$ cat src/dis_pdu_stream_parser_defines.svh
// assertion macros shared by the parser modules
// depends on nothing
`ifndef DIS_PDU_STREAM_PARSER_DEFINES_SVH
`define DIS_PDU_STREAM_PARSER_DEFINES_SVH
// implication checked on every rising clock edge outside reset
`define DPP_ASSERT_IMP(label, clk, rst, cond, prop) \
   label: assert property (@(posedge clk) disable iff (rst) (cond) |-> (prop)) \
      else $error("assertion failed");
// next-cycle implication checked outside reset
`define DPP_ASSERT_NEXT(label, clk, rst, cond, prop) \
   label: assert property (@(posedge clk) disable iff (rst) (cond) |=> (prop)) \
      else $error("assertion failed");
`endif

$ cat src/dpp_pkg.sv
// shared types and constants of the pdu stream parser
// depends on nothing
`timescale 1ns / 1ps
package dpp_pkg;
   typedef enum logic [2:0] {
      KIND_NONE = 3'd0, KIND_FIRE = 3'd1, KIND_DET = 3'd2,
      KIND_EMIS = 3'd3, KIND_SIG = 3'd4, KIND_TX = 3'd5
   } kind_type;

   typedef enum logic [2:0] {
      ST_OK = 3'd0, ST_HDR_SHORT = 3'd1, ST_VERSION = 3'd2,
      ST_UNKNOWN = 3'd3, ST_LENGTH = 3'd4, ST_BODY_SHORT = 3'd5
   } status_type;

   localparam logic [5:0] ID_TRACK = 6'd27;
   localparam logic [5:0] ID_SIGBYTE = 6'd30;

   // one result item
   typedef struct packed {
      logic [5:0]  field_id;
      logic [63:0] field_value;
      logic        is_status;
      logic [2:0]  status_code;
      logic        last;
   } result_type;

   // fixed body field table lookup: hit, id, size in bytes
   typedef struct packed {
      logic       hit;
      logic [5:0] id;
      logic [3:0] size;
   } fdesc_type;

   function automatic fdesc_type fdesc_lookup(kind_type kind, logic [15:0] off);
      fdesc_type d;
      d = '{hit: 1'b0, id: 6'd0, size: 4'd0};
      case (kind)
         KIND_FIRE: begin
            case (off)
               16'd17: d = '{1'b1, 6'd0, 4'd2};
               16'd23: d = '{1'b1, 6'd1, 4'd2};
               16'd29: d = '{1'b1, 6'd2, 4'd2};
               16'd35: d = '{1'b1, 6'd3, 4'd2};
               16'd47: d = '{1'b1, 6'd4, 4'd8};
               16'd55: d = '{1'b1, 6'd5, 4'd8};
               16'd63: d = '{1'b1, 6'd6, 4'd8};
               16'd68: d = '{1'b1, 6'd7, 4'd1};
               16'd73: d = '{1'b1, 6'd8, 4'd2};
               16'd75: d = '{1'b1, 6'd9, 4'd2};
               16'd77: d = '{1'b1, 6'd10, 4'd2};
               16'd79: d = '{1'b1, 6'd11, 4'd2};
               16'd83: d = '{1'b1, 6'd12, 4'd4};
               16'd87: d = '{1'b1, 6'd13, 4'd4};
               16'd91: d = '{1'b1, 6'd14, 4'd4};
               16'd95: d = '{1'b1, 6'd15, 4'd4};
               default: d = d;
            endcase
         end
         KIND_DET: begin
            case (off)
               16'd17: d = '{1'b1, 6'd0, 4'd2};
               16'd23: d = '{1'b1, 6'd1, 4'd2};
               16'd29: d = '{1'b1, 6'd2, 4'd2};
               16'd35: d = '{1'b1, 6'd3, 4'd2};
               16'd39: d = '{1'b1, 6'd12, 4'd4};
               16'd43: d = '{1'b1, 6'd13, 4'd4};
               16'd47: d = '{1'b1, 6'd14, 4'd4};
               16'd55: d = '{1'b1, 6'd4, 4'd8};
               16'd63: d = '{1'b1, 6'd5, 4'd8};
               16'd71: d = '{1'b1, 6'd6, 4'd8};
               16'd76: d = '{1'b1, 6'd7, 4'd1};
               16'd81: d = '{1'b1, 6'd8, 4'd2};
               16'd83: d = '{1'b1, 6'd9, 4'd2};
               16'd85: d = '{1'b1, 6'd10, 4'd2};
               16'd87: d = '{1'b1, 6'd11, 4'd2};
               16'd100: d = '{1'b1, 6'd16, 4'd1};
               default: d = d;
            endcase
         end
         KIND_EMIS: begin
            case (off)
               16'd17: d = '{1'b1, 6'd17, 4'd2};
               16'd33: d = '{1'b1, 6'd18, 4'd2};
               16'd34: d = '{1'b1, 6'd19, 4'd1};
               16'd55: d = '{1'b1, 6'd20, 4'd4};
               16'd59: d = '{1'b1, 6'd21, 4'd4};
               16'd63: d = '{1'b1, 6'd22, 4'd4};
               16'd67: d = '{1'b1, 6'd23, 4'd4};
               16'd71: d = '{1'b1, 6'd24, 4'd4};
               16'd75: d = '{1'b1, 6'd25, 4'd4};
               16'd92: d = '{1'b1, 6'd26, 4'd1};
               default: d = d;
            endcase
         end
         KIND_SIG: begin
            case (off)
               16'd17: d = '{1'b1, 6'd28, 4'd2};
               16'd19: d = '{1'b1, 6'd29, 4'd2};
               default: d = d;
            endcase
         end
         KIND_TX: begin
            case (off)
               16'd17: d = '{1'b1, 6'd28, 4'd2};
               16'd19: d = '{1'b1, 6'd29, 4'd2};
               16'd28: d = '{1'b1, 6'd31, 4'd1};
               16'd39: d = '{1'b1, 6'd32, 4'd8};
               16'd47: d = '{1'b1, 6'd33, 4'd8};
               16'd55: d = '{1'b1, 6'd34, 4'd8};
               16'd79: d = '{1'b1, 6'd35, 4'd8};
               16'd83: d = '{1'b1, 6'd36, 4'd4};
               16'd87: d = '{1'b1, 6'd37, 4'd4};
               default: d = d;
            endcase
         end
         default: d = d;
      endcase
      return d;
   endfunction
endpackage

$ cat src/dpp_decode.sv
// per-byte parser: frame state and combinational field extraction
// depends on dpp_pkg and the shared assertion macros
`timescale 1ns / 1ps
`include "dis_pdu_stream_parser_defines.svh"
module dpp_decode (
   input  logic                   clock,
   input  logic                   reset,
   input  logic                   step,
   input  logic [7:0]             data_byte,
   input  logic                   frame_end,
   output logic                   field_hit,
   output dpp_pkg::result_type    field_res,
   output logic                   status_hit,
   output dpp_pkg::result_type    status_res
);
   logic [15:0]       byte_index_ff, byte_index_in;
   dpp_pkg::kind_type frame_kind_ff, frame_kind_in;
   logic [15:0]       declared_length_ff, declared_length_in;
   logic [63:0]       field_shift_ff, field_shift_in;
   logic [7:0]        track_count_ff, track_count_in;
   logic [12:0]       payload_bytes_ff, payload_bytes_in;
   logic [2:0]        fault_code_ff, fault_code_in;

   dpp_pkg::fdesc_type fd;
   dpp_pkg::kind_type  kind_now;
   logic [15:0] rel;
   logic [16:0] got;
   logic [16:0] needed;
   logic [63:0] mask;
   logic [2:0]  st;

   // next state and field selection
   always_comb begin
      field_shift_in     = {field_shift_ff[55:0], data_byte};
      fault_code_in      = fault_code_ff;
      frame_kind_in      = frame_kind_ff;
      declared_length_in = declared_length_ff;
      track_count_in     = track_count_ff;
      payload_bytes_in   = payload_bytes_ff;
      if (byte_index_ff == 16'd0 && data_byte == 8'd0) fault_code_in = 3'(dpp_pkg::ST_VERSION);
      if (byte_index_ff == 16'd3 && fault_code_in == 3'd0) begin
         unique case (field_shift_in[15:0])
            16'h0202: frame_kind_in = dpp_pkg::KIND_FIRE;
            16'h0302: frame_kind_in = dpp_pkg::KIND_DET;
            16'h1706: frame_kind_in = dpp_pkg::KIND_EMIS;
            16'h1A04: frame_kind_in = dpp_pkg::KIND_SIG;
            16'h1904: frame_kind_in = dpp_pkg::KIND_TX;
            default:  frame_kind_in = dpp_pkg::KIND_NONE;
         endcase
         if (frame_kind_in == dpp_pkg::KIND_NONE) fault_code_in = 3'(dpp_pkg::ST_UNKNOWN);
      end
      if (byte_index_ff == 16'd9) declared_length_in = field_shift_in[15:0];
      kind_now = frame_kind_in;

      // table lookup and masking by field size
      fd   = dpp_pkg::fdesc_lookup(kind_now, byte_index_ff);
      mask = (fd.size[3]) ? '1 : ((64'd1 << {fd.size[2:0], 3'b000}) - 64'd1);
      field_hit = 1'b0;
      field_res = '0;
      rel = byte_index_ff - 16'd100;
      if (fd.hit) begin
         field_hit = 1'b1;
         field_res.field_id    = fd.id;
         field_res.field_value = field_shift_in & mask;
      end
      if (kind_now == dpp_pkg::KIND_EMIS) begin
         if (byte_index_ff == 16'd93) track_count_in = data_byte;
         if (byte_index_ff >= 16'd100 && rel[2:0] == 3'd5
             && rel[15:3] < {5'd0, track_count_in}) begin
            field_hit = 1'b1;
            field_res.field_id    = dpp_pkg::ID_TRACK;
            field_res.field_value = {48'd0, field_shift_in[15:0]};
         end
      end
      if (kind_now == dpp_pkg::KIND_SIG) begin
         if (byte_index_ff == 16'd29) payload_bytes_in = field_shift_in[15:3];
         if (byte_index_ff >= 16'd32
             && {1'b0, byte_index_ff} < 17'd32 + {4'd0, payload_bytes_in}) begin
            field_hit = 1'b1;
            field_res.field_id    = dpp_pkg::ID_SIGBYTE;
            field_res.field_value = {56'd0, data_byte};
         end
      end

      // end-of-frame status
      got = {1'b0, byte_index_ff} + 17'd1;
      case (kind_now)
         dpp_pkg::KIND_FIRE: needed = 17'd96;
         dpp_pkg::KIND_DET:  needed = 17'd104;
         dpp_pkg::KIND_EMIS: needed = 17'd100 + {6'd0, track_count_in, 3'd0};
         dpp_pkg::KIND_SIG:  needed = 17'd32 + {4'd0, payload_bytes_in};
         dpp_pkg::KIND_TX:   needed = 17'd104;
         default:            needed = 17'd0;
      endcase
      if (got < 17'd12) st = 3'(dpp_pkg::ST_HDR_SHORT);
      else if (fault_code_in != 3'd0) st = fault_code_in;
      else if (byte_index_ff == 16'hFFFF || got != {1'b0, declared_length_in})
         st = 3'(dpp_pkg::ST_LENGTH);
      else if (got < needed) st = 3'(dpp_pkg::ST_BODY_SHORT);
      else st = 3'(dpp_pkg::ST_OK);
      status_hit = frame_end;
      status_res = '{field_id: 6'd0, field_value: 64'd0, is_status: 1'b1,
                     status_code: st, last: 1'b1};

      byte_index_in = byte_index_ff;
      if (frame_end) begin
         byte_index_in = '0; frame_kind_in = dpp_pkg::KIND_NONE; declared_length_in = '0;
         field_shift_in = '0; track_count_in = '0; payload_bytes_in = '0; fault_code_in = '0;
      end else if (byte_index_ff != 16'hFFFF) begin
         byte_index_in = byte_index_ff + 16'd1;
      end
   end

   // frame state registers
   always_ff @(posedge clock) begin
      if (reset) begin
         byte_index_ff <= '0; frame_kind_ff <= dpp_pkg::KIND_NONE;
         declared_length_ff <= '0; field_shift_ff <= '0; track_count_ff <= '0;
         payload_bytes_ff <= '0; fault_code_ff <= '0;
      end else if (step) begin
         byte_index_ff <= byte_index_in; frame_kind_ff <= frame_kind_in;
         declared_length_ff <= declared_length_in; field_shift_ff <= field_shift_in;
         track_count_ff <= track_count_in; payload_bytes_ff <= payload_bytes_in;
         fault_code_ff <= fault_code_in;
      end
   end

   `DPP_ASSERT_NEXT(a_end_clears, clock, reset, step && frame_end, byte_index_ff == 16'd0)
   `DPP_ASSERT_IMP(a_kind_fault, clock, reset,
      frame_kind_ff != dpp_pkg::KIND_NONE, fault_code_ff == 3'd0)
   `DPP_ASSERT_IMP(a_no_body_early, clock, reset, byte_index_ff < 16'd12, !field_hit)
endmodule

$ cat src/dis_pdu_stream_parser.sv
// DIS PDU stream parser: takes PDU bytes and returns extracted fields and
// a status item per frame. An accepted byte is decoded in the same cycle and its results
// (none, one or two) enter a two-slot output buffer; a new byte is taken only when both
// slots will be free after this cycle's pop, so one byte per cycle is taken only while
// each result is popped as soon as it is held; a frame's final byte with a field yields two results.
// depends on dpp_pkg, dpp_decode and the shared assertion macros
`timescale 1ns / 1ps
`include "dis_pdu_stream_parser_defines.svh"
module dis_pdu_stream_parser (
   input  logic        clock,
   input  logic        reset,
   input  logic        req_tvalid,
   output logic        req_tready,
   input  logic [7:0]  req_tdata,   // data_byte
   input  logic        req_tlast,   // frame_end
   output logic        rsp_tvalid,
   input  logic        rsp_tready,
   output logic [71:0] rsp_tdata,   // field_id[5:0], field_value[69:6], zero pad
   output logic [3:0]  rsp_tuser,   // is_status[0], status_code[3:1]
   output logic        rsp_tlast    // last
);
   logic               step;
   logic               field_hit, status_hit;
   dpp_pkg::result_type field_res, status_res;
   dpp_pkg::result_type slot_ff [2];
   logic [1:0]         count_ff, count_in;
   dpp_pkg::result_type slot_in [2];
   logic [1:0]         pop, nres;
   logic [1:0]         base;

   dpp_decode u_decode (
      .clock, .reset, .step, .data_byte(req_tdata), .frame_end(req_tlast),
      .field_hit, .field_res, .status_hit, .status_res
   );

   // accept while two slots will be free after this cycle's pop
   assign pop        = {1'b0, rsp_tvalid & rsp_tready};
   assign req_tready = (count_ff - pop) == 2'd0;
   assign step       = req_tvalid & req_tready;
   assign nres       = {1'b0, field_hit} + {1'b0, status_hit};

   // output buffer update
   always_comb begin
      slot_in[0] = slot_ff[0];
      slot_in[1] = slot_ff[1];
      if (pop[0]) slot_in[0] = slot_ff[1];
      base = count_ff - pop;
      count_in = base;
      if (step) begin
         if (field_hit) begin
            slot_in[0] = field_res;
            if (status_hit) slot_in[1] = status_res;
         end else if (status_hit) begin
            slot_in[0] = status_res;
         end
         count_in = nres;
      end
   end

   always_ff @(posedge clock) begin
      if (reset) count_ff <= '0;
      else count_ff <= count_in;
      slot_ff[0] <= slot_in[0];
      slot_ff[1] <= slot_in[1];
   end

   // result port
   assign rsp_tvalid = count_ff != 2'd0;
   assign rsp_tdata  = {2'b00, slot_ff[0].field_value, slot_ff[0].field_id};
   assign rsp_tuser  = {slot_ff[0].status_code, slot_ff[0].is_status};
   assign rsp_tlast  = slot_ff[0].last;

   `DPP_ASSERT_IMP(a_count_range, clock, reset, 1'b1, count_ff != 2'd3)
   `DPP_ASSERT_IMP(a_ready_empty, clock, reset, req_tready, count_ff - pop == 2'd0)
   `DPP_ASSERT_IMP(a_last_status, clock, reset, rsp_tvalid && rsp_tlast, rsp_tuser[0])
endmodule

$ cat config.mk
export PLATFORM = sky130hd
export DESIGN_NAME = dis_pdu_stream_parser
export DESIGN_NICKNAME = d
export VERILOG_FILES = /design/src/dpp_pkg.sv /design/src/dpp_decode.sv /design/src/dis_pdu_stream_parser.sv
export VERILOG_INCLUDE_DIRS = /design/src /design/src/src
export SDC_FILE = /design/constraint.sdc
export NUM_CORES = 1
export LEC_CHECK = 0
export ABC_AREA = 1
export BUFFER_PORTS_ARGS = -buffer_cell sky130_fd_sc_hd__clkbuf_2
export CAP_MARGIN = 20
export CORE_ASPECT_RATIO = 0.8
export CORE_MARGIN = 2
export CORE_UTILIZATION = 40
export CTS_CLUSTER_DIAMETER = 60
export CTS_CLUSTER_SIZE = 28
export DETAILED_ROUTE_END_ITERATION = 6
export PLACE_DENSITY = 0.57
export REMOVE_ABC_BUFFERS = 1
export SKIP_LAST_GASP = 1
export SYNTH_ARGS = -nofsm -noshare
export SYNTH_HDL_FRONTEND = slang
export SYNTH_HIERARCHICAL = 1
export SYNTH_SLANG_ARGS = --single-unit
$ cat constraint.sdc
create_clock -name clock -period 9.8 [get_ports clock]
set_input_delay 0 -clock clock [delete_from_list [all_inputs] [get_ports clock]]
set_output_delay 0 -clock clock [all_outputs]
set_load 0.01 [all_outputs]
==> results of run 1 <==
==> state kept, by name, indices dropped and copies added (netlist names) <==
register	cells
u_decode/fault_code_ff	3
slot_ff	150
u_decode/payload_bytes_ff	13
u_decode/byte_index_ff	16
u_decode/declared_length_ff	16
u_decode/track_count_ff	8
count_ff	2
u_decode/field_shift_ff	56
u_decode/frame_kind_ff	3
==> cell usage after synthesis (7+ instances only) <==
cell type / n / share of area (%)
nor2_4: 11 / 0.69
o211ai_1: 54 / 2.2
nor2_2: 12 / 0.42
buf_2: 32 / 0.89
o22ai_1: 7 / 0.24
edfxtp_1: 75 / 12
inv_1: 274 / 5.7
or2_2: 12 / 0.42
ha_1: 48 / 3.3
o21ai_0: 51 / 1.4
a22oi_1: 7 / 0.29
buf_6: 12 / 0.75
inv_2: 10 / 0.21
nand3_1: 196 / 5.4
xor2_1: 25 / 1.2
nand4_1: 27 / 0.93
a21oi_1: 200 / 5.5
nor3b_1: 11 / 0.46
nor3_1: 28 / 0.78
nor2_1: 299 / 6.2
buf_1: 10 / 0.21
clkbuf_1: 61 / 1.3
dfxtp_1: 192 / 21
nand2_1: 791 / 16
buf_4: 169 / 7.0
nand2_2: 10 / 0.35
==> layer usage <==
metal	wire length [um]	vias to the layer above	share of wire (%)
met4	1501	0	2.6
met2	23330	544	41
met3	3653	81	6.4
met5	0	-	0
li1	-	8345	-
met1	28290	7799	50
==> power groups by stage <==
stage / clock network (uW) / registers (uW) / logic (uW)
final: 1070 / 1400 / 895
after global routing: 1130 / 1420 / 1010
after CTS: 1090 / 1410 / 899
after detailed placement: 0 / 1430 / 890
after global placement: 0 / 1430 / 880
after floorplan: 0 / 1470 / 462
==> logic make-up (layout without fill, tap and decap cells) <==
kind of cell | Yosys count | count (layout) | share of synthesized area, %
XOR/XNOR | 28 | 28 | 1.357
adder cells (fa/ha/maj) | 48 | 48 | 3.324
multiplexers | 6 | 6 | 0.3324
AO/OA/AOI/OAI | 360 | 360 | 11.52
AND/OR/NAND/NOR | 1422 | 1422 | 33.50
flip-flops | 267 | 267 | 33.74
buffers and inverters | 572 | 461 | 16.16
other | 3 | 79 | 0.06232
==> final timing paths <==
kind,start,endpoint,slack [ns]
worst max-delay path,u_decode/byte_index_ff[12],slot_ff[0][92],2.95
worst max register to register,u_decode/byte_index_ff[12],slot_ff[0][92],2.95
worst min register to register,u_decode/declared_length_ff[7],u_decode/declared_length_ff[7],0.47
worst min-delay path,req_tlast,slot_ff[0][1],0.18
==> layout make-up <==
cell class              count  area share, %
multi-input cells        1943          49.42
flip-flops and latches    267          32.12
inverters                 286          5.684
repair buffers            127          4.075
well taps                 603          3.976
clock buffers              31          3.640
clock inverters            17          1.081
==> through the flow <==
| step | TNS [ns] | setup WS, ns | power, uW | std cells |
|---|---|---|---|---|
| 3_3_place_gp | 0 | 3.279 | 2305 | 3210 |
| 2_1_floorplan | -133.87 | -1.785 | 1929 | 2496 |
| 5_1_grt | 0 | 2.410 | 3563 | 3274 |
| 3_5_place_dp | 0 | 3.072 | 2321 | 3210 |
| 6_report | 0 | 2.946 | 3366 | 3274 |
| 4_1_cts | 0 | 3.024 | 3397 | 3274 |
==> worst register-to-register path: cells and delay by family (launching register included) <==
kind	cells	cell delay [ns]
flip-flops	1	0.39
AND/OR/NAND/NOR	15	3.03
adder cells (fa/ha/maj)	1	0.26
buffers and inverters	5	1.93
XOR/XNOR	1	0.21
AO/OA/AOI/OAI	3	0.61
==> out/metrics.yaml, run 1 <==
cells_and_area:
  final_nets: 2712
  antenna_cells: 0
  final-seq-area_mm2: 0.006096
  post-route-cell-area_mm2: 0.01898
  multi_input_area_mm2: 0.009378
  final_cell_mix: "nand2_1, nor2_1, inv_1"
  fillCellCount: 4773
  final_common_cell: "nand2_1"
  utilization_pct: 42.68
  syn_to_final_growth_pct: 5.028
  drive_above_1_share_pct: 8.985
power:
  p_clk_share_pct: 31.7
  power_frac_seq_pct: 41.7
  p_int_uw: 2148
  power-per-cell-area_mw_per_mm2: 177.4
  p_leak_uw: 0.008742
  vdd_drop_max_mv: 0.1027
  swShare_pct: 36.18
  combPwrFrac_pct: 26.6
  p_switching_uw: 1218
timing:
  maxSlewHeadroom_pct: 32.98
  rsz0062_at_grt: "false"
  tightest_slew_ns: 1.005
  min_period_ns: 6.854
  skew_ns: 0.02733
  setup_viol: 0
  holdWs_ns: 0.1801
  fmax_mhz: 145.9
  post-route-period-util_pct: 69.94
  drv_slew: 0
  hold_violations: 0
die:
  dieHeight_um: 194.1
  die_area_mm2: 0.04690
  coreArea_mm2: 0.04446
  pin_count: 92
  start_util_pct: 40.64
  die_w_um: 241.6
  rows: 69
hold_path:
  worstHoldPathCells: 6
  hold_class: "input port to flip-flop"
global_route:
  grt_usage_pct: 23.76
  grt_max_degree: 77
  grt-ovfl-total: 0
  grt_pass1_wl_um: 88900
  met2_usage_pct: 35.13
  grt_util_met1_pct: 36.32
  grt_use_met3_pct: 2.450
  antenna_found_initial: 0
  grt_pass1_vias: 15252
  grt.busiest_layer: "met1"
yosys:
  ys_seq_area_share_pct: 33.74
  synth_warnings: 6
  synth.cell_area_mm2: 0.01807
  ys.flop_type: "dfxtp_1"
  synth-edff-count: 75
  synth_area_per_cell_um2: 6.677
  synth_seq_cells: 267
  yosysUniqueCellTypes: 57
  synthCells: 2706
  async_reset_ff_share_pct: 0
cts:
  cts_buffers: 26
  hold_buffers: 16
  postCtsSetupBuffers: 0
  cts_tree: "done"
  clkSinkCount: 267
  h-tree-depth: 1
  clk_latency_ns: 0.56
  post_cts_resized: 0
  cts.path.max_buffers: 3
  path_clk_slew_ns: 0.08
  cts_root_buffer: "clkbuf_16"
placement:
  port_buffers: 89
  place.detailed.hpwl_um: 39650
  gp_congestion: 0.9588
  placed_area_mm2: 0.01792
drt:
  ant_nets: 0
  drc: 0
  wire_per_inst_um: 17.34
  vias: 16769
  dr.pass1.iters: 6
  drt-initial-drc-count: 1550
  finalWirelength_um: 56780
  vias_per_cell: 5.122
setup_path:
  r2r_cells: 25
  path_depth: 25
  cp_top_family: "simple AND/OR/NAND/NOR gates"
  cp.required_ns: 9.99
  cp_num_buf_inv: 5
  arrival_ns: 7.04
  critPathKind: "flip-flop to flip-flop"
  crit_slowest_cell: "buf_4"
  cp-start-kind: "flip-flop"
  crit_path_frequent_cell: "nand2_1"
  max_stage_delay_ns: 0.64
  cp-end-kind: "flip-flop"
  path_max_fanout: 52
flow_run:
  maxCapViolCount: 0
status:
  status: "finished clean"
(Power assumes the default switching activity.)
==> inputs of run 2 (changes only) <==
- PLACE_DENSITY: 0.57 -> 0.55
- clock period: 9.8 -> 7.2 ns (I/O delays scaled with it)
==> out/metrics.yaml, run 2 (synthesized netlist as in run 1, its figures left out) <==
status:
  status: "finished clean"
cells_and_area:
  syn_to_final_growth_pct: 5.686
  fillCellCount: 4789  # +0.34%
  top_register: "slot_ff"
  final_common_cell: "nand2_1"
  top_regs: "slot_ff (150), u_decode/field_shift_ff (56)"
  largest_register_ffs: 150  # unchanged
  final_cell_mix: "nand2_1, nor2_1, inv_1"
  antenna_cells: 0  # unchanged
  final_nets: 2715  # +0.11%
  drive_above_1_share_pct: 9.200  # +0.21 points
drt:
  ant_nets: 0  # unchanged
  vias: 16877  # +0.64%
  drt-initial-drc-count: 1552  # +0.13%
  wire_per_inst_um: 17.80  # +2.7%
  vias_per_cell: 5.150  # +0.55%
  finalWirelength_um: 58340  # +2.7%
  dr.pass1.iters: 6  # unchanged
  drc: 0  # unchanged
timing:
  hold_violations: 0  # unchanged
  tightest_slew_ns: 1.111  # +0.1060 ns
  skew_ns: 0.03049  # +0.003160 ns
  min_period_ns: 6.040  # -0.8142 ns
  setup_viol: 0  # unchanged
  drv_slew: 0  # unchanged
  worst_slack_ns: 1.160  # -1.786 ns
  post-route-period-util_pct: 83.89  # +14 points
  rsz0062_at_grt: "false"
  fmax_mhz: 165.6  # +13%
  setup-tns-final_ns: 0  # unchanged
  maxSlewHeadroom_pct: 25.74  # -7.2 points
cts:
  postCtsSetupBuffers: 0  # unchanged
  h-tree-depth: 1  # unchanged
  clkSinkCount: 267  # unchanged
  cts.path.max_buffers: 3  # unchanged
  clk_latency_ns: 0.58  # +0.02 ns
  cts_tree: "done"
  path_clk_slew_ns: 0.08  # about the same
  cts_root_buffer: "clkbuf_16"
  cts_buffers: 26  # unchanged
setup_path:
  r2r_cells: 26  # +4.0%
  r2r-start: "u_decode/byte_index_ff[4]"
  crit_path_frequent_cell: "nand2_1"
  path_max_fanout: 75  # +44%
  max_stage_delay_ns: 0.60  # -0.04 ns
  cp_num_buf_inv: 5  # unchanged
  r2r_end: "slot_ff[0][72]"
  arrival_ns: 6.47  # -0.57 ns
  critPathKind: "flip-flop to flip-flop"
  cp_top_family: "simple AND/OR/NAND/NOR gates"
  cp-start-kind: "flip-flop"
  cp-end-kind: "flip-flop"
  reg2reg_slack_ns: 1.16  # -1.79 ns
  cp.required_ns: 7.63  # -2.36 ns
  crit_slowest_cell: "dfxtp_1"
power:
  p_leak_uw: 0.008777  # +0.41%
  totalPowerFinal_uw: 4707  # +40%
  vdd_drop_max_mv: 0.1756  # +71%
  power-per-cell-area_mw_per_mm2: 246.5  # +39%
die:
  die_w_um: 241.6  # unchanged
  start_util_pct: 40.64  # unchanged
  rows: 69  # unchanged
  coreArea_mm2: 0.04446  # unchanged
  dieHeight_um: 194.1  # unchanged
  die_area_mm2: 0.04690  # unchanged
  pin_count: 92  # unchanged
global_route:
  grt-ovfl-total: 0  # unchanged
  grt_util_met1_pct: 36.52  # +0.20 points
  met2_usage_pct: 35.90  # +0.77 points
  grt_use_met3_pct: 4.028  # +1.6 points
  grt.busiest_layer: "met1"
  grt_max_degree: 88  # +14%
  grt_pass1_vias: 15811  # +3.7%
  grt_pass1_wl_um: 90780  # +2.1%
  grt_usage_pct: 24.34  # +0.57 points
  antenna_found_initial: 0  # unchanged
hold_path:
  worstHoldPathCells: 5  # -1
  min_from: "req_tvalid"
  hold_class: "input port to flip-flop"
  worstHoldEndpoint: "slot_ff[0][60]"
placement:
  pre_cts_slack_ns: 1.241  # -1.831 ns
  port_buffers: 89  # unchanged
  gp_congestion: 0.9239  # -3.6%
  place.detailed.hpwl_um: 39660  # about the same
flow_run:
  maxCapViolCount: 0  # unchanged
==> run 2: cell count changes in the layout (fill, tap and decap cells not counted), moves of 2 or more <==
cell,change
clkinv_8,+2
inv_6,-2
inv_12,+4
clkinv_2,-2
clkbuf_1,-3
inv_8,-4
buf_12,+2
inv_4,+3
==> run 2: metal layers <==
| layer | routed length (um) | up-vias |
|---|---|---|
| li1 | - | 8353 |
| met1 | 28530 | 7834 |
| met2 | 23770 | 613 |
| met3 | 4677 | 77 |
| met4 | 1364 | 0 |
| met5 | 0 | - |
==> run 2: power by group <==
| group | leakage, uW | internal [uW] | switching, uW |
|---|---|---|---|
| combinational | 0.00605 | 410 | 834 |
| sequential | 0.00226 | 1760 | 157 |
| clock | 0.000470 | 804 | 742 |
| total | 0.00878 | 2970 | 1730 |
==> run 2: cell type report <==
type                    count  area (um2)  share of cell area [%]
clock buffers              30       718.2                   3.761
inverters                 286        1079                   5.648
repair buffers            130       820.8                   4.299
well taps                 603       754.5                   3.951
multi-input cells        1943        9378                   49.11
clock inverters            18       249.0                   1.304
flip-flops and latches    267        6096                   31.92
==> run 2: worst max-delay path by stage <==
| stage | to | cells after the start | from |
|---|---|---|---|
| detailed placement | slot_ff[0][12] | 26 | u_decode/byte_index_ff[4] |
| finish | slot_ff[0][72] | 26 | u_decode/byte_index_ff[4] |
| global placement | slot_ff[0][56] | 26 | u_decode/byte_index_ff[4] |
| floorplan | slot_ff[0][100] | 23 | u_decode/byte_index_ff[10] |
| CTS | slot_ff[0][53] | 26 | u_decode/byte_index_ff[4] |
| global route | slot_ff[0][53] | 27 | u_decode/byte_index_ff[4] |
==> run 2: stage by stage <==
step | instance area (um2) | cells | hold WS, ns | util (%)
after floorplan | 16510 | 2496 | 0.06907 | -
final | 19090 | 3277 | 0.1948 | 42.95
after global placement | 17970 | 3213 | 0.2968 | 40.41
after global routing | 19090 | 3277 | 0.2041 | 42.95
after detailed placement | 17970 | 3213 | 0.3111 | 40.41
after CTS | 19090 | 3277 | 0.1537 | 42.95
==> run 2: worst min-delay path, cell delays in order <==
cell,delay [ns]
clkbuf_2,0.08
buf_4,0.32
nand3_1,0.17
nor2_1,0.04
a21oi_1,0.09
==> run 2: what timing repair did <==
action	in CTS	in global routing
gates resized for setup	0	0
hold buffers	16	0
endpoints found under the hold margin	44	0
==> inputs of run 3 (changes only) <==
- clock period: 7.2 -> 6 ns (I/O delays scaled with it)
==> out/metrics.yaml, run 3 (synthesized netlist as in run 1, its figures left out) <==
placement:
  gp_congestion: 0.9861  # +6.7%
  place.detailed.hpwl_um: 40610  # +2.4%
  placed_area_mm2: 0.01807  # +0.57%
  place_inst: 3225  # +0.37%
  port_buffers: 89  # unchanged
cts:
  clkSinkCount: 267  # unchanged
  cts_buffers: 26  # unchanged
  path_clk_slew_ns: 0.07  # about the same
  cts.path.max_buffers: 3  # unchanged
  clk_latency_ns: 0.58  # about the same
  h-tree-depth: 1  # unchanged
  cts_root_buffer: "clkbuf_16"
  cts_tree: "done"
setup_path:
  cp.required_ns: 6.24  # -1.39 ns
  crit_path_frequent_cell: "nand2_1"
  path_max_fanout: 41  # -45%
  max_stage_delay_ns: 0.68  # +0.08 ns
  crit_chain: "inv_1, ha_1, nand2_1, nor2_1, nand2_1, clkinv_2, o21ai_0, nor2_1, nand2_1, xor2_1, ha_1, a21oi_1, o21a_1, o21ai_0, a211oi_1, nand2_1, nand2_1, nor2_4, inv_2, inv_2, nor3_2, buf_12"
  cp-end-kind: "flip-flop"
  cp_top_family: "simple AND/OR/NAND/NOR gates"
  critPathKind: "flip-flop to flip-flop"
  cp_num_buf_inv: 5  # unchanged
  arrival_ns: 5.86  # -0.61 ns
  crit_slowest_cell: "o21ai_0"
  cp-start-kind: "flip-flop"
timing:
  min_period_ns: 5.620  # -0.4201 ns
  rsz0062_at_grt: "false"
  fmax_mhz: 177.9  # +7.5%
  post-route-period-util_pct: 93.67  # +9.8 points
  skew_ns: 0.04426  # +0.01377 ns
  holdWs_ns: 0.1114  # -0.08345 ns
  tightest_slew_ns: 1.017  # -0.09466 ns
  maxSlewHeadroom_pct: 32.23  # +6.5 points
  drv_slew: 0  # unchanged
  hold_violations: 0  # unchanged
  setup_viol: 0  # unchanged
die:
  die_area_mm2: 0.04690  # unchanged
  die_w_um: 241.6  # unchanged
  rows: 69  # unchanged
  start_util_pct: 40.64  # unchanged
  coreArea_mm2: 0.04446  # unchanged
  dieHeight_um: 194.1  # unchanged
  pin_count: 92  # unchanged
cells_and_area:
  final_common_cell: "nand2_1"
  fin_cells: 3284  # +0.21%
  drive_above_1_share_pct: 9.474  # +0.27 points
  final_nets: 2722  # +0.26%
  top_register: "slot_ff"
  top_regs: "slot_ff (150), u_decode/field_shift_ff (56)"
  largest_register_ffs: 150  # unchanged
  antenna_cells: 0  # unchanged
  post-route-cell-area_mm2: 0.01912  # +0.15%
  final_cell_mix: "nand2_1, nor2_1, inv_1"
  syn_to_final_growth_pct: 5.845
power:
  swShare_pct: 35.83  # -1.0 points
  vdd_drop_max_mv: 0.1597  # -9.1%
  p_clk_share_pct: 31.9  # -0.9 points
  p_leak_uw: 0.008802  # +0.28%
  power_frac_seq_pct: 41.2  # +0.5 points
  combPwrFrac_pct: 26.8  # +0.4 points
  p_switching_uw: 1986  # +15%
  p_int_uw: 3558  # +20%
  power-per-cell-area_mw_per_mm2: 289.9  # +18%
drt:
  vias: 16814  # -0.37%
  ant_nets: 0  # unchanged
  wire_per_inst_um: 17.68  # -0.69%
  dr.pass1.iters: 6  # unchanged
  drt-initial-drc-count: 1695  # +9.2%
  drc: 0  # unchanged
  finalWirelength_um: 58060  # -0.47%
  vias_per_cell: 5.120  # -0.59%
global_route:
  grt_usage_pct: 24.42  # +0.085 points
  grt_max_degree: 76  # -14%
  grt_use_met3_pct: 4.471  # +0.44 points
  grt_pass1_wl_um: 91270  # +0.54%
  grt_util_met1_pct: 36.41  # -0.11 points
  grt-ovfl-total: 0  # unchanged
  antenna_found_initial: 0  # unchanged
  met2_usage_pct: 36.56  # +0.66 points
  grt.busiest_layer: "met2"
  grt_pass1_vias: 15617  # -1.2%
status:
  status: "finished clean"
hold_path:
  hold_class: "input port to flip-flop"
flow_run:
  maxCapViolCount: 0  # unchanged
==> run 3: cell types whose count changed in the layout (fill, tap and decap cells not counted), moves of 2 or more <==
cell | before | now
clkbuf_1 | 1 | 3
dlygate4sd3_1 | 16 | 10
clkinv_1 | 0 | 3
inv_4 | 5 | 2
buf_4 | 24 | 33
clkinv_2 | 0 | 2
clkinv_8 | 6 | 4
inv_12 | 4 | 1
==> run 3: layout make-up <==
cell class	instances	area (um2)
clock buffer	31	700.7
tap	603	754.5
clock inverter	17	214.0
fill	4722	25340
multi-input combinational	1943	9378
sequential	267	6096
timing repair buffer	137	900.9
inverter	286	1080
==> run 3: path summary, 6_finish.rpt <==
kind                                        start                         endpoint  slack (ns)  cells after the start
setup / recovery        u_decode/byte_index_ff[1]                  slot_ff[0][128]        0.38                     22
setup reg to reg        u_decode/byte_index_ff[1]                  slot_ff[0][128]        0.38                     22
hold / removal                          req_tlast        u_decode/fault_code_ff[2]        0.11                      4
hold reg to reg   u_decode/declared_length_ff[14]  u_decode/declared_length_ff[14]        0.46                      2
==> run 3: layer usage <==
| layer | wire, um | share of wire [%] |
|---|---|---|
| met5 | 0 | 0 |
| met4 | 1033 | 1.8 |
| met3 | 4446 | 7.7 |
| met2 | 23780 | 41 |
| met1 | 28800 | 50 |
==> run 3: power by group through the flow <==
| stage | clock, uW | combinational [uW] | sequential, uW |
|---|---|---|---|
| 6_report | 1770 | 1490 | 2290 |
| 5_1_grt | 1880 | 1680 | 2320 |
| 4_1_cts | 1810 | 1500 | 2290 |
| 3_5_place_dp | 0 | 1490 | 2330 |
| 3_3_place_gp | 0 | 1480 | 2330 |
| 2_1_floorplan | 0 | 755 | 2400 |
==> run 3: tightest hold or removal path: cells and delay by family <==
family | cells | cell delay, ns
compound gates | 1 | 0.17
buf+inv | 2 | 0.38
simple gates | 1 | 0.07
==> run 3: per-stage QoR <==
stage / setup TNS (ns) / total power [uW] / setup WS, ns / utilization [%]
4_1_cts: 0 / 5600 / 0.5527 / 42.92
3_3_place_gp: 0 / 3801 / 0.8050 / 40.64
5_1_grt: 0 / 5878 / 0.03019 / 43.01
3_5_place_dp: 0 / 3819 / 0.6142 / 40.64
6_report: 0 / 5544 / 0.3799 / 43.01
2_1_floorplan: -751.27 / 3151 / -5.585 / -
==> run 3: what timing repair did <==
item,CTS,global route
hold endpoints to repair,23,0
hold buffers,10,0
setup buffers,0,0
endpoints found under the setup margin,0,58
gates resized for setup,0,4
